--- src/hw/rtl/ptt_pkg.sv ---
// Shared types, widths and codes for the periodic task timer table.
package ptt_pkg;

    // Table geometry: slot numbers travel in four bits, so at most 16 slots.
    localparam int NUM_SLOTS   = 16;
    localparam int TABLE_SLOTS = (NUM_SLOTS < 16) ? NUM_SLOTS : 16;
    localparam int IDX_W       = (TABLE_SLOTS > 1) ? $clog2(TABLE_SLOTS) : 1;

    // Field widths.
    localparam int KIND_W   = 2;
    localparam int SLOT_W   = 4;
    localparam int RUN_W    = 4;
    localparam int PERIOD_W = 20;
    localparam int NOW_W    = 32;
    localparam int DUE_W    = 40;
    localparam int CFG_W    = 4;
    localparam int CFG_IDX_W = 1;
    localparam int PROD_W   = CFG_W + PERIOD_W;

    // Configuration register indexes and reset value.
    localparam logic [CFG_IDX_W-1:0] REG_MAX_CATCH_UP = 1'b0;
    localparam logic [CFG_IDX_W-1:0] REG_RESYNC       = 1'b1;
    localparam logic [CFG_W-1:0]     CFG_RESET_VALUE  = 4'd10;

    // Input kind codes.
    localparam logic [KIND_W-1:0] KIND_SETUP  = 2'd0;
    localparam logic [KIND_W-1:0] KIND_REMOVE = 2'd1;
    localparam logic [KIND_W-1:0] KIND_PUMP   = 2'd2;

    // Command codes after classification.
    typedef logic [1:0] op_t;
    localparam op_t OP_SETUP  = 2'd0;
    localparam op_t OP_REMOVE = 2'd1;
    localparam op_t OP_PUMP   = 2'd2;
    localparam op_t OP_NOP    = 2'd3;

    // Command queue depth.
    localparam int QDEPTH = 2;
    localparam int QPTR_W = 1;
    localparam int QCNT_W = 2;

    // One classified command.
    typedef struct packed {
        op_t                 op;
        logic [SLOT_W-1:0]   idx;
        logic [PERIOD_W-1:0] period;
        logic [NOW_W-1:0]    now;
    } cmd_t;

    // Configuration seen by the execution side.
    typedef struct packed {
        logic [CFG_W-1:0] max_catch_up;
        logic [CFG_W-1:0] resync_periods;
    } cfg_t;

endpackage

--- src/hw/rtl/periodic_task_timer_table_core.sv ---
// Top level of the periodic task timer table: configuration and front/back hookup.
//
// Usage: an item (kind, slot_index, period_ticks, now_ticks) transfers at a
// rising edge where start is high and busy is low. busy rises only when the
// two-entry command queue is full. Kind 0 claims the lowest free slot, kind 1
// frees a slot, kind 2 pumps all active slots at now_ticks, kind 3 does nothing.
// Every item produces one or more results; each result is shown for exactly
// one cycle with done high and the last result of an item has last high.
// The receiver cannot stall, so done is never held.
// Setup, remove and idle items have their result registered as the back end
// takes them from the queue. A pump walks the slots in order; an active slot
// runs catch-up (up to 15 runs, one run per cycle on a shared adder), then a
// multiply and a resync check. Configuration writes use cfg_valid/cfg_ready
// (always ready): index 0 is max_catch_up, index 1 is resync_periods, both
// reset to 10. The user must write them only while the block is idle; the
// block does not enforce this. Reset empties the queue and frees all slots.
module periodic_task_timer_table_core (
    input  logic                             clk,
    input  logic                             rst_n,
    input  logic                             start,
    output logic                             busy,
    input  logic [ptt_pkg::KIND_W-1:0]       kind,
    input  logic [ptt_pkg::SLOT_W-1:0]       slot_index,
    input  logic [ptt_pkg::PERIOD_W-1:0]     period_ticks,
    input  logic [ptt_pkg::NOW_W-1:0]        now_ticks,
    input  logic                             cfg_valid,
    output logic                             cfg_ready,
    input  logic [ptt_pkg::CFG_IDX_W-1:0]    cfg_index,
    input  logic [ptt_pkg::CFG_W-1:0]        cfg_data,
    output logic                             done,
    output logic [ptt_pkg::SLOT_W-1:0]       slot_out,
    output logic [ptt_pkg::RUN_W-1:0]        run_count,
    output logic                             table_full,
    output logic                             last
);
    import ptt_pkg::*;

    logic             max_catch_up_reg;
    logic [CFG_W-1:0] max_catch_up_q_reg;
    logic [CFG_W-1:0] resync_periods_reg;
    logic             cfg_we;
    cfg_t             cfg;
    logic             q_valid;
    logic             q_pop;
    cmd_t             q_cmd;

    // Configuration registers.
    assign cfg_ready = 1'b1;
    assign cfg_we    = cfg_valid && cfg_ready;

    always_ff @(posedge clk or negedge rst_n)
    begin
        if (!rst_n)
        begin
            max_catch_up_reg   <= 1'b0;
            max_catch_up_q_reg <= CFG_RESET_VALUE;
            resync_periods_reg <= CFG_RESET_VALUE;
        end
        else if (cfg_we)
        begin
            unique case (cfg_index)
                REG_MAX_CATCH_UP:
                begin
                    max_catch_up_q_reg <= cfg_data;
                    max_catch_up_reg   <= 1'b1;
                end
                REG_RESYNC:
                begin
                    resync_periods_reg <= cfg_data;
                end
                default:
                begin
                end
            endcase
        end
    end

    assign cfg.max_catch_up   = max_catch_up_q_reg;
    assign cfg.resync_periods = resync_periods_reg;

    // Front end: handshake, classification and command queue.
    ptt_front u_front (
        .clk          (clk),
        .rst_n        (rst_n),
        .start        (start),
        .kind         (kind),
        .slot_index   (slot_index),
        .period_ticks (period_ticks),
        .now_ticks    (now_ticks),
        .busy         (busy),
        .q_valid      (q_valid),
        .q_cmd        (q_cmd),
        .q_pop        (q_pop)
    );

    // Back end: slot table and pump sequencer.
    ptt_back u_back (
        .clk        (clk),
        .rst_n      (rst_n),
        .cfg        (cfg),
        .q_valid    (q_valid),
        .q_cmd      (q_cmd),
        .q_pop      (q_pop),
        .done       (done),
        .slot_out   (slot_out),
        .run_count  (run_count),
        .table_full (table_full),
        .last       (last)
    );

    // Once written, the catch-up limit register holds the last written value.
    a_cfg_write: assert property (@(posedge clk) disable iff (!rst_n)
        (cfg_we && cfg_index == REG_MAX_CATCH_UP) |=>
            (max_catch_up_q_reg == $past(cfg_data) && max_catch_up_reg))
        else $error("catch-up limit write lost");

    // A resync write lands in its own register and leaves the other alone.
    a_cfg_resync: assert property (@(posedge clk) disable iff (!rst_n)
        (cfg_we && cfg_index == REG_RESYNC) |=>
            (resync_periods_reg == $past(cfg_data) && $stable(max_catch_up_q_reg)))
        else $error("resync write corrupted configuration");

    // Without a configuration transfer both registers hold.
    a_cfg_hold: assert property (@(posedge clk) disable iff (!rst_n)
        !cfg_we |=> ($stable(resync_periods_reg) && $stable(max_catch_up_q_reg)))
        else $error("configuration changed without a write");

endmodule

--- src/hw/rtl/ptt_front.sv ---
// Front end: accepts input items, classifies them and queues commands.
module ptt_front (
    input  logic                          clk,
    input  logic                          rst_n,
    input  logic                          start,
    input  logic [ptt_pkg::KIND_W-1:0]    kind,
    input  logic [ptt_pkg::SLOT_W-1:0]    slot_index,
    input  logic [ptt_pkg::PERIOD_W-1:0]  period_ticks,
    input  logic [ptt_pkg::NOW_W-1:0]     now_ticks,
    output logic                          busy,
    output logic                          q_valid,
    output ptt_pkg::cmd_t                 q_cmd,
    input  logic                          q_pop
);
    import ptt_pkg::*;

    cmd_t              q_mem [QDEPTH];
    logic [QPTR_W-1:0] wr_ptr_reg;
    logic [QPTR_W-1:0] wr_ptr_next;
    logic [QPTR_W-1:0] rd_ptr_reg;
    logic [QPTR_W-1:0] rd_ptr_next;
    logic [QCNT_W-1:0] count_reg;
    logic [QCNT_W-1:0] count_next;
    logic              push;
    cmd_t              new_cmd;

    // Classify the incoming kind into a command code.
    always_comb
    begin
        new_cmd.idx    = slot_index;
        new_cmd.period = period_ticks;
        new_cmd.now    = now_ticks;
        unique case (kind)
            KIND_SETUP:  new_cmd.op = OP_SETUP;
            KIND_REMOVE: new_cmd.op = OP_REMOVE;
            KIND_PUMP:   new_cmd.op = OP_PUMP;
            default:     new_cmd.op = OP_NOP;
        endcase
    end

    // Handshake and queue status.
    assign busy    = (count_reg == QCNT_W'(QDEPTH));
    assign push    = start && !busy;
    assign q_valid = (count_reg != '0);
    assign q_cmd   = q_mem[rd_ptr_reg];

    // Pointer and occupancy update.
    always_comb
    begin
        wr_ptr_next = push  ? wr_ptr_reg + 1'b1 : wr_ptr_reg;
        rd_ptr_next = q_pop ? rd_ptr_reg + 1'b1 : rd_ptr_reg;
        count_next  = count_reg;
        if (push && !q_pop)
        begin
            count_next = count_reg + 1'b1;
        end
        else if (!push && q_pop)
        begin
            count_next = count_reg - 1'b1;
        end
    end

    always_ff @(posedge clk or negedge rst_n)
    begin
        if (!rst_n)
        begin
            wr_ptr_reg <= '0;
            rd_ptr_reg <= '0;
            count_reg  <= '0;
        end
        else
        begin
            wr_ptr_reg <= wr_ptr_next;
            rd_ptr_reg <= rd_ptr_next;
            count_reg  <= count_next;
        end
    end

    // Queue storage holds payload only.
    always_ff @(posedge clk)
    begin
        if (push)
        begin
            q_mem[wr_ptr_reg] <= new_cmd;
        end
    end

    // The back end never pops an empty queue.
    a_pop_nonempty: assert property (@(posedge clk) disable iff (!rst_n)
        q_pop |-> count_reg != '0)
        else $error("command popped from empty queue");

    // Occupancy never exceeds the queue depth.
    a_count_bound: assert property (@(posedge clk) disable iff (!rst_n)
        count_reg <= QCNT_W'(QDEPTH))
        else $error("queue occupancy out of range");

    // A transfer without a pop grows the queue by one entry.
    a_count_grow: assert property (@(posedge clk) disable iff (!rst_n)
        (push && !q_pop) |=> count_reg == $past(count_reg) + 1'b1)
        else $error("queue occupancy did not follow a transfer");

endmodule

--- src/hw/rtl/ptt_back.sv ---
// Back end: slot table and the sequencer that executes queued commands.
module ptt_back (
    input  logic                        clk,
    input  logic                        rst_n,
    input  ptt_pkg::cfg_t               cfg,
    input  logic                        q_valid,
    input  ptt_pkg::cmd_t               q_cmd,
    output logic                        q_pop,
    output logic                        done,
    output logic [ptt_pkg::SLOT_W-1:0]  slot_out,
    output logic [ptt_pkg::RUN_W-1:0]   run_count,
    output logic                        table_full,
    output logic                        last
);
    import ptt_pkg::*;

    localparam logic [2:0] ST_IDLE  = 3'd0;
    localparam logic [2:0] ST_SLOT  = 3'd1;
    localparam logic [2:0] ST_RUN   = 3'd2;
    localparam logic [2:0] ST_MUL   = 3'd3;
    localparam logic [2:0] ST_CHECK = 3'd4;
    localparam logic [2:0] ST_DONE  = 3'd5;

    // Slot storage: payload memories and per-slot active flags.
    logic [PERIOD_W-1:0]    period_mem [TABLE_SLOTS];
    logic [DUE_W-1:0]       due_mem    [TABLE_SLOTS];
    logic [TABLE_SLOTS-1:0] active_reg;
    logic [TABLE_SLOTS-1:0] active_next;

    logic [2:0]          state_reg;
    logic [2:0]          state_next;
    logic [IDX_W-1:0]    walk_reg;
    logic [IDX_W-1:0]    walk_next;
    logic [NOW_W-1:0]    now_reg;
    logic [NOW_W-1:0]    now_next;
    logic [DUE_W-1:0]    due_reg;
    logic [DUE_W-1:0]    due_next;
    logic [PERIOD_W-1:0] per_reg;
    logic [RUN_W-1:0]    runs_reg;
    logic [RUN_W-1:0]    runs_next;
    logic [PROD_W-1:0]   prod_reg;
    logic [PROD_W-1:0]   prod_next;
    logic                pend_reg;
    logic                pend_next;
    logic [IDX_W-1:0]    pend_slot_reg;
    logic [IDX_W-1:0]    pend_slot_next;
    logic [RUN_W-1:0]    pend_runs_reg;
    logic [RUN_W-1:0]    pend_runs_next;

    logic                done_reg;
    logic                done_next;
    logic [SLOT_W-1:0]   slot_reg;
    logic [SLOT_W-1:0]   slot_next;
    logic [RUN_W-1:0]    run_reg;
    logic [RUN_W-1:0]    run_next;
    logic                full_reg;
    logic                full_next;
    logic                last_reg;
    logic                last_next;

    logic                setup_we;
    logic [IDX_W-1:0]    setup_idx;
    logic                due_we;
    logic [DUE_W-1:0]    due_final;
    logic                free_found;
    logic [IDX_W-1:0]    free_idx;
    logic                walk_end;
    logic                due_reached;
    logic [DUE_W:0]      resync_limit;

    // Lowest free slot for a setup.
    always_comb
    begin
        free_found = 1'b0;
        free_idx   = '0;
        for (int i = TABLE_SLOTS - 1; i >= 0; i--)
        begin
            if (!active_reg[i])
            begin
                free_found = 1'b1;
                free_idx   = IDX_W'(i);
            end
        end
    end

    assign walk_end     = (walk_reg == IDX_W'(TABLE_SLOTS - 1));
    assign due_reached  = ({{(DUE_W - NOW_W){1'b0}}, now_reg} >= due_reg);
    assign resync_limit = {1'b0, due_reg} + (DUE_W + 1)'(prod_reg);
    assign setup_idx    = free_idx;

    // Sequencer: one command at a time, a pump walks the slots in order.
    always_comb
    begin
        state_next     = state_reg;
        walk_next      = walk_reg;
        now_next       = now_reg;
        due_next       = due_reg;
        runs_next      = runs_reg;
        prod_next      = prod_reg;
        pend_next      = pend_reg;
        pend_slot_next = pend_slot_reg;
        pend_runs_next = pend_runs_reg;
        active_next    = active_reg;
        done_next      = 1'b0;
        slot_next      = slot_reg;
        run_next       = run_reg;
        full_next      = full_reg;
        last_next      = last_reg;
        q_pop          = 1'b0;
        setup_we       = 1'b0;
        due_we         = 1'b0;
        due_final      = due_reg;

        unique case (state_reg)
            ST_IDLE:
            begin
                if (q_valid)
                begin
                    q_pop     = 1'b1;
                    done_next = 1'b1;
                    slot_next = '0;
                    run_next  = '0;
                    full_next = 1'b0;
                    last_next = 1'b1;
                    unique case (q_cmd.op)
                        OP_SETUP:
                        begin
                            if (free_found)
                            begin
                                setup_we               = 1'b1;
                                active_next[setup_idx] = 1'b1;
                                slot_next              = SLOT_W'(setup_idx);
                            end
                            else
                            begin
                                full_next = 1'b1;
                            end
                        end
                        OP_REMOVE:
                        begin
                            slot_next = q_cmd.idx;
                            if ({1'b0, q_cmd.idx} < (SLOT_W + 1)'(TABLE_SLOTS))
                            begin
                                active_next[q_cmd.idx[IDX_W-1:0]] = 1'b0;
                            end
                        end
                        OP_PUMP:
                        begin
                            done_next  = 1'b0;
                            now_next   = q_cmd.now;
                            walk_next  = '0;
                            pend_next  = 1'b0;
                            state_next = ST_SLOT;
                        end
                        default:
                        begin
                        end
                    endcase
                end
            end

            ST_SLOT:
            begin
                // The table read happens in the clocked block below.
                runs_next = '0;
                if (active_reg[walk_reg])
                begin
                    state_next = ST_RUN;
                end
                else if (walk_end)
                begin
                    state_next = ST_DONE;
                end
                else
                begin
                    walk_next = walk_reg + 1'b1;
                end
            end

            ST_RUN:
            begin
                // One catch-up run per cycle.
                if (due_reached && (runs_reg < cfg.max_catch_up))
                begin
                    due_next  = due_reg + DUE_W'(per_reg);
                    runs_next = runs_reg + 1'b1;
                end
                else
                begin
                    prod_next  = cfg.resync_periods * per_reg;
                    state_next = ST_MUL;
                end
            end

            ST_MUL:
            begin
                state_next = ST_CHECK;
            end

            ST_CHECK:
            begin
                // Resync when still far behind, then write back next due.
                if ({{(DUE_W + 1 - NOW_W){1'b0}}, now_reg} >= resync_limit)
                begin
                    due_final = DUE_W'(now_reg) + DUE_W'(per_reg);
                end
                due_we = 1'b1;
                if (runs_reg != '0)
                begin
                    if (pend_reg)
                    begin
                        done_next = 1'b1;
                        slot_next = SLOT_W'(pend_slot_reg);
                        run_next  = pend_runs_reg;
                        full_next = 1'b0;
                        last_next = 1'b0;
                    end
                    pend_next      = 1'b1;
                    pend_slot_next = walk_reg;
                    pend_runs_next = runs_reg;
                end
                if (walk_end)
                begin
                    state_next = ST_DONE;
                end
                else
                begin
                    walk_next  = walk_reg + 1'b1;
                    state_next = ST_SLOT;
                end
            end

            ST_DONE:
            begin
                // Final result of a pump: the held firing or an empty result.
                done_next  = 1'b1;
                slot_next  = pend_reg ? SLOT_W'(pend_slot_reg) : '0;
                run_next   = pend_reg ? pend_runs_reg : '0;
                full_next  = 1'b0;
                last_next  = 1'b1;
                state_next = ST_IDLE;
            end

            default:
            begin
                state_next = ST_IDLE;
            end
        endcase
    end

    // Control registers.
    always_ff @(posedge clk or negedge rst_n)
    begin
        if (!rst_n)
        begin
            state_reg  <= ST_IDLE;
            active_reg <= '0;
            pend_reg   <= 1'b0;
            done_reg   <= 1'b0;
        end
        else
        begin
            state_reg  <= state_next;
            active_reg <= active_next;
            pend_reg   <= pend_next;
            done_reg   <= done_next;
        end
    end

    // Working and result payload registers.
    always_ff @(posedge clk)
    begin
        walk_reg      <= walk_next;
        now_reg       <= now_next;
        runs_reg      <= runs_next;
        prod_reg      <= prod_next;
        pend_slot_reg <= pend_slot_next;
        pend_runs_reg <= pend_runs_next;
        slot_reg      <= slot_next;
        run_reg       <= run_next;
        full_reg      <= full_next;
        last_reg      <= last_next;
        if (state_reg == ST_SLOT)
        begin
            due_reg <= due_mem[walk_reg];
            per_reg <= period_mem[walk_reg];
        end
        else
        begin
            due_reg <= due_next;
        end
    end

    // Slot table writes.
    always_ff @(posedge clk)
    begin
        if (setup_we)
        begin
            period_mem[setup_idx] <= q_cmd.period;
            due_mem[setup_idx]    <= DUE_W'(q_cmd.now) + DUE_W'(q_cmd.period);
        end
        else if (due_we)
        begin
            due_mem[walk_reg] <= due_final;
        end
    end

    assign done       = done_reg;
    assign slot_out   = slot_reg;
    assign run_count  = run_reg;
    assign table_full = full_reg;
    assign last       = last_reg;

    // A full-table result carries no slot and no runs and closes its command.
    a_full_result: assert property (@(posedge clk) disable iff (!rst_n)
        (done && table_full) |-> (slot_out == '0 && run_count == '0 && last))
        else $error("malformed table-full result");

    // Only results of firing slots may be followed by more results.
    a_zero_run_last: assert property (@(posedge clk) disable iff (!rst_n)
        (done && run_count == '0) |-> last)
        else $error("non-firing result not marked last");

    // No new command is taken while a pump is in progress.
    a_no_pop_busy: assert property (@(posedge clk) disable iff (!rst_n)
        (state_reg != ST_IDLE) |-> !q_pop)
        else $error("command popped during a pump");

endmodule

--- config.mk ---
export PLATFORM = sky130hd
export DESIGN_NAME = periodic_task_timer_table_core
export DESIGN_NICKNAME = d
export VERILOG_FILES = /design/src/hw/rtl/ptt_pkg.sv /design/src/hw/rtl/periodic_task_timer_table_core.sv /design/src/hw/rtl/ptt_front.sv /design/src/hw/rtl/ptt_back.sv
export SDC_FILE = /design/constraint.sdc
export NUM_CORES = 2
export LEC_CHECK = 0
export BUFFER_PORTS_ARGS = -buffer_cell sky130_fd_sc_hd__clkbuf_2
export CAP_MARGIN = 10
export CORE_ASPECT_RATIO = 0.9
export CORE_UTILIZATION = 50
export CTS_CLUSTER_DIAMETER = 30
export CTS_CLUSTER_SIZE = 40
export DETAILED_ROUTE_END_ITERATION = 10
export PLACE_DENSITY = 0.66
export SLEW_MARGIN = 40
export SYNTH_ARGS = -nofsm -noshare
export SYNTH_HDL_FRONTEND = slang
export SYNTH_SLANG_ARGS = --single-unit
--- constraint.sdc ---
create_clock -name clk -period 9.7 [get_ports clk]
set_input_delay 1.455 -clock clk [delete_from_list [all_inputs] [get_ports clk]]
set_output_delay 1.455 -clock clk [all_outputs]
set_load 0.02 [all_outputs]
# Word level (Yosys, flattened, before mapping)
# Memories as Yosys holds them, arrays and structs flattened. A register that Yosys moved wholly into a read port is not among the register bits.
# Index checks and enable logic that the tools add are counted.
[classes]
addsub = 10
multipliers = 1
n_lt_le_gt_ge = 8
eq_ne = 20
muxes = 109
bitwise = 5
n_reduce_logical = 34
[op_table]
columns = ["operator", "count"]
rows = [
  ["40-bit 2-to-1 mux", 6],
  ["4-bit 2-to-1 mux", 32],
  ["32-bit by 20-bit adder with 33-bit output", 2],
  ["1-bit 2-to-1 mux", 47],
  ["40-bit by 24-bit adder with 41-bit output", 1],
  ["32-bit by 41-bit >= comparator with 1-bit output", 1],
  ["40-bit by 20-bit adder with 40-bit output", 1],
  ["32-bit by 40-bit >= comparator with 1-bit output", 1],
  ["40-bit OR reduction", 1],
  ["4-bit one-hot mux with 3 select lines", 3],
  ["16-bit one-hot mux with 2 select lines", 1],
  ["4-bit by 20-bit multiplier with 24-bit output", 1],
  ["4-bit AND reduction", 5],
  ["3-bit 2-to-1 mux", 6],
  ["16-bit AND", 1],
  ["16-bit 2-to-1 mux", 1],
  ["16-bit inverter", 1],
  ["16-bit bitwise OR", 1],
  ["4-bit one-hot mux with 2 select lines", 2],
  ["4-bit by 5-bit < comparator with 1-bit output, second input constant", 3],
  ["3-bit one-hot mux with 5 select lines", 1],
  ["2-bit AND reduction", 6],
  ["2-bit nonzero test", 6],
  ["1-bit one-hot mux with 3 select lines", 3],
  ["other kinds (28)", 54],
]
[totals]
reg_bits = 155
ramBits = 1076
input_bits = 67
out_inout_bits = 13
wordCells = 210
memories = 3
[memory_table]
columns = ["name", "depth", "word_bits", "read_ports", "rd_ports_with_merged_regs", "write_ports", "line", "source"]
rows = [
  ["u_back.due_mem", 16, 40, 1, 1, 1, "ptt_back.sv:26", "logic [DUE_W-1:0] due_mem [TABLE_SLOTS];"],
  ["u_back.period_mem", 16, 20, 1, 1, 1, "ptt_back.sv:25", "logic [PERIOD_W-1:0] period_mem [TABLE_SLOTS];"],
  ["u_front.q_mem", 2, 58, 1, 0, 1, "ptt_front.sv:17", "cmd_t q_mem [QDEPTH];"],
]

# Logic depth before layout (Yosys ltp)
[logic_depth]
word_depth = 24
depth_mapped = 24
ltp_nobuf = 23

# By module
# Synthesis repeated with hierarchy kept, for this count alone.
[unflattened]
cells_unflattened = 3590
area_unflattened_um2 = 57348.8
[by_module_without_submodules]
columns = ["mod", "instances", "cells_each", "area_each_um2", "seq_area_each_um2"]
rows = [
  ["ptt_back", 1, 3368, 52570.4, 33697.3],
  ["ptt_front", 1, 202, 4436.8, 3583.4],
  ["periodic_task_timer_table_core", 1, 20, 341.6, 205.2],
]

# Worst setup path after synthesis
# No wires, ideal clock.
[synth_path]
path_type = "register -> register"
startpoint = "register u_back.due_reg[4]"
endpoint = "memory u_back.due_mem[0][18] (data pin)"
setup_ns = 0.419
t_arrival_ns = 5.395
required_ns = 9.281
setup_slack_ns = 3.886
path_stages_with_launch = 21
path_buffers = 1
period_less_slack_ns = 5.814
path_cell_list = "edfxtp_1 > ha_1 > a2111oi_0 > o21ai_0 > nand3b_1 > a211oi_1 > o31ai_1 > o21bai_1 > nand4_1 > xnor2_1 > ha_1 > nand4_1 > or2_2 > nor2_1 > nand2_1 > a21oi_1 > nor3_1 > nor4_2 > nand3_2 > buf_2 > o311ai_0"
[synth_via]
elab_chain_len = 5
[synth_rtl]
columns = ["element", "line", "source"]
rows = [
  ["start, declared", "ptt_back.sv:36", "logic [DUE_W-1:0] due_reg;"],
  ["start signal, assigned", "ptt_back.sv:285", "due_reg <= due_mem[walk_reg];"],
  ["start signal, assigned", "ptt_back.sv:290", "due_reg <= due_next;"],
  ["40-bit by 24-bit adder with 41-bit output", "ptt_back.sv:88", "assign resync_limit = {1'b0, due_reg} + (DUE_W + 1)'(prod_reg);"],
  ["32-bit by 41-bit >= comparator with 1-bit output", "ptt_back.sv:203", "if ({{(DUE_W + 1 - NOW_W){1'b0}}, now_reg} >= resync_limit)"],
  ["40-bit 2-to-1 mux", "ptt_back.sv:203", ""],
  ["40-bit 2-to-1 mux", "ptt_back.sv:114", "unique case (state_reg)"],
  ["40-bit 2-to-1 mux (no line)", "n/a", ""],
  ["end, declared", "ptt_back.sv:26", ""],
]
# No other way between the ends.

# Worst setup path in the final report
[layout_path]
startpoint = "register u_back.due_reg[0]"
endpoint = "memory u_back.due_mem[12][30] (data pin)"
# The elaborated chain is that of the path after synthesis.

==> load_flow_metrics.sql <==
INSERT INTO impl_metrics (metric_group, metric, value, unit) VALUES
('status', 'run_status', 'finished clean', ''),
('global_routing', 'antenna_found_initial', '6', ''),
('power', 'powerDensity', '400', 'nW/um^2'),
('sta', 'maxSlewHeadroom', '39.1', '%'),
('worst_setup_path', 'top_fanout_value_on_the_critical_path', '26', ''),
('sta', 'worst_slack', '2.62', 'ns'),
('sta', 'layout_worst_path_cycle_share', '73.0', '%'),
('worst_setup_path', 'start_kind', 'register', ''),
('synth', 'synth_cell_types', '75', ''),
('global_routing', 'pin_count_of_the_biggest_net_entering_global_routing', '117', ''),
('clock_network', 'clock_latency', '0.84', 'ns'),
('worst_setup_path', 'cp_num_buf_inv', '2', ''),
('worst_setup_path', 'critPathLaunch', 'u_back.due_reg[0]$_DFFE_PP_', ''),
('clock_network', 'cts_tree', 'done', ''),
('global_routing', 'top_usage_layer', 'met2', ''),
('worst_setup_path', 'required_time_of_the_critical_path', '10.22', 'ns'),
('synth', 'commonest_cells_post_synth', '1218 x edfxtp_1, 305 x mux4_2, 201 x nand2_1, 183 x ha_1, 154 x o21ai_0', ''),
('floorplanning', 'io-pin-count', '80', ''),
('sta', 'fmax', '0.141', 'GHz'),
('synth', 'synth.net_count', '3751', ''),
('sta', 'setup_tns', '0', 'ns'),
('clock_network', 'cts_buffer_depth', '3', ''),
('synth', 'synthesis.area', '57100', 'um^2'),
('worst_setup_path', 'critical_path.slowest_cell', 'nand3_2', ''),
('sta', 'final-max-slew-violation-count', '0', ''),
('clock_network', 'cts_buffers', '225', ''),
('route', 'ant_nets', '0', ''),
('min_path', 'holdCritPathClass', 'reg2reg', ''),
('worst_setup_path', 'crit-reg2reg-launch', 'u_back.due_reg[0]$_DFFE_PP_', ''),
('layout', 'reg_top3', 'u_back.due_mem: 640 flops, u_back.period_mem: 320 flops, u_front.q_mem: 116 flops', ''),
('clock_network', 'cts-root-buf', 'clkbuf_16', ''),
('synth', 'synth_xor_area_share', '2.16', '%'),
('sta', 'hold_violations', '0', ''),
('worst_setup_path', 'crit_type', 'reg2reg', ''),
('global_routing', 'grt.overflow.total', '0', ''),
('synth', 'postSynth.topFlopCell', 'edfxtp_1', ''),
('sta', 'worst-slew-pin-transition', '0.911', 'ns'),
('worst_setup_path', 'timing.critical_path.depth', '24', ''),
('worst_setup_path', 'regToRegEndpoint', 'u_back.due_mem[12][30]$_DFFE_PP_', ''),
('synth', 'synthesis.instances', '3461', ''),
('route', 'routed_wirelength', '152', 'mm'),
('clock_network', 'cts_repair_resize_count', '0', ''),
('clock_network', 'clk_pin_slew', '0.05', 'ns'),
('layout', 'layout.cell_area.non_filler', '68200', 'um^2'),
('clock_network', 'postCtsSetupBuffers', '0', ''),
('global_routing', 'grtUsageMet1', '38.2', '%'),
('sta', 'setup_viol', '0', ''),
('global_routing', 'via_count_of_the_first_global_routing_pass', '33000', ''),
('layout', 'num_antenna_cells', '0', ''),
('clock_network', 'postCtsHoldBufs', '0', ''),
('placed_design', 'cell_count_after_placement', '4964', ''),
('clock_network', 'cts_sinks', '1255', ''),
('synth', 'post_synth_fa_ha_maj_area_fraction', '5.41', '%'),
('route', 'drt_first_iter_violations', '3394', ''),
('route', 'routedWlPerCell', '28.3', 'um'),
('worst_setup_path', 'timing.critical_path.to', 'u_back.due_mem[12][30]$_DFFE_PP_', ''),
('synth', 'synth_compound_gate_area_share', '5.54', '%'),
('sta', 'grt_setup_unrepaired', 'false', ''),
('synth', 'ys_seq_elements', '1255', ''),
('synth', 'synth_edf_count', '1218', ''),
('sta', 'clock-skew-final', '0.0755', 'ns'),
('synth', 'synth.top_cell.area_share', '64.0', '%'),
('synth', 'yosysSeqAreaShare', '65.6', '%'),
('worst_setup_path', 'timing.critical_path.max_delay_family', 'simple AND/OR/NAND/NOR gates', ''),
('synth', 'postSynth.asyncResetShare', '2.63', '%'),
('global_routing', 'global_route.usage.met3', '6.98', '%'),
('floorplanning', 'chipHeight', '323', 'um'),
('clock_network', 'htreeDepth', '4', ''),
('route', 'avgViaCountPerCell', '6.16', ''),
('layout', 'layoutNonFillerInstCount', '5393', ''),
('placed_design', 'routability_congestion_estimate', '0.964', '');
report_power, final:
part	internal [mW]	switching [mW]
Sequential	7.96	0.723
Clock	5.38	2.88
Combinational	3.93	6.45
final cells by class:
type / instances / area (um^2)
clock inverters: 179 / 2440
well taps: 1487 / 1860
flip-flops and latches: 1255 / 37500
repair buffers: 160 / 1230
multi-input cells: 1940 / 19000
fillers: 8237 / 44900
clock buffers: 249 / 5740
inverters: 123 / 462
metrics by stage:
| step | total power [mW] | hold WS, ns | util, % |
|---|---|---|---|
| 2_1_floorplan | 15.3 | 0.424 | - |
| 3_3_place_gp | 18.7 | 0.514 | 52.7 |
| 3_5_place_dp | 18.9 | 0.514 | 53.0 |
| 4_1_cts | 27.3 | 0.522 | 60.3 |
| 5_1_grt | 28.6 | 0.533 | 60.3 |
| 6_report | 27.3 | 0.521 | 60.3 |
how the worst min path moves through the flow:
stage,start,slack [ns],to,cells past startpoint
6_report,u_back.pend_runs_reg[0]$_DFFE_PP_,0.52,u_back.run_count[0]$_DFFE_PP_,1
5_1_grt,u_back.pend_runs_reg[0]$_DFFE_PP_,0.53,u_back.run_count[0]$_DFFE_PP_,1
3_3_place_gp,u_front.count_reg[1]$_DFFE_PN0P_,0.51,u_front.count_reg[1]$_DFFE_PN0P_,1
2_1_floorplan,u_back.walk_reg[2]$_DFFE_PP_,0.42,u_back.pend_slot_reg[2]$_DFFE_PP_,0
3_5_place_dp,u_back.pend_runs_reg[0]$_DFFE_PP_,0.51,u_back.run_count[0]$_DFFE_PP_,1
4_1_cts,u_back.pend_runs_reg[0]$_DFFE_PP_,0.52,u_back.run_count[0]$_DFFE_PP_,1
cells in the final DEF (no fill, tap or decap), drive strengths merged, types with 24 or more instances in the layout:
cell type / instances
ha: 183
clkbuf: 327
fa: 40
bufinv: 39
and2: 46
nor3: 41
nand2b: 33
mux4: 305
clkinvlp: 29
mux2: 55
mux2i: 49
dfrtp: 29
nand2: 201
buf: 82
clkinv: 86
xor2: 42
and3: 24
nand3: 42
o21a: 24
o21ai: 156
nand4: 38
inv: 148
nor2: 147
xnor2: 99
a21oi: 141
a21o: 52
edfxtp: 1218
logic make-up (layout without fill, tap and decap cells):
logic type | count (synthesis) | after routing
AO/OA/AOI/OAI | 512 | 512
XOR/XNOR | 141 | 141
adder cells (fa/ha/maj) | 223 | 223
buffers and inverters | 266 | 711
flip-flops | 1255 | 1255
multiplexers | 409 | 409
other | 1 | 1
AND/OR/NAND/NOR | 654 | 654
routing by layer:
| layer | part of all wire, % | vias to the layer above | routed length [um] |
|---|---|---|---|
| met5 | 0.039 | - | 59 |
| met4 | 2.4 | 8 | 3590 |
| met3 | 9.5 | 240 | 14500 |
| met2 | 46 | 1616 | 70100 |
| met1 | 42 | 17100 | 64100 |
| li1 | - | 14300 | - |
Note: power is estimated with default switching activity, not from simulation.
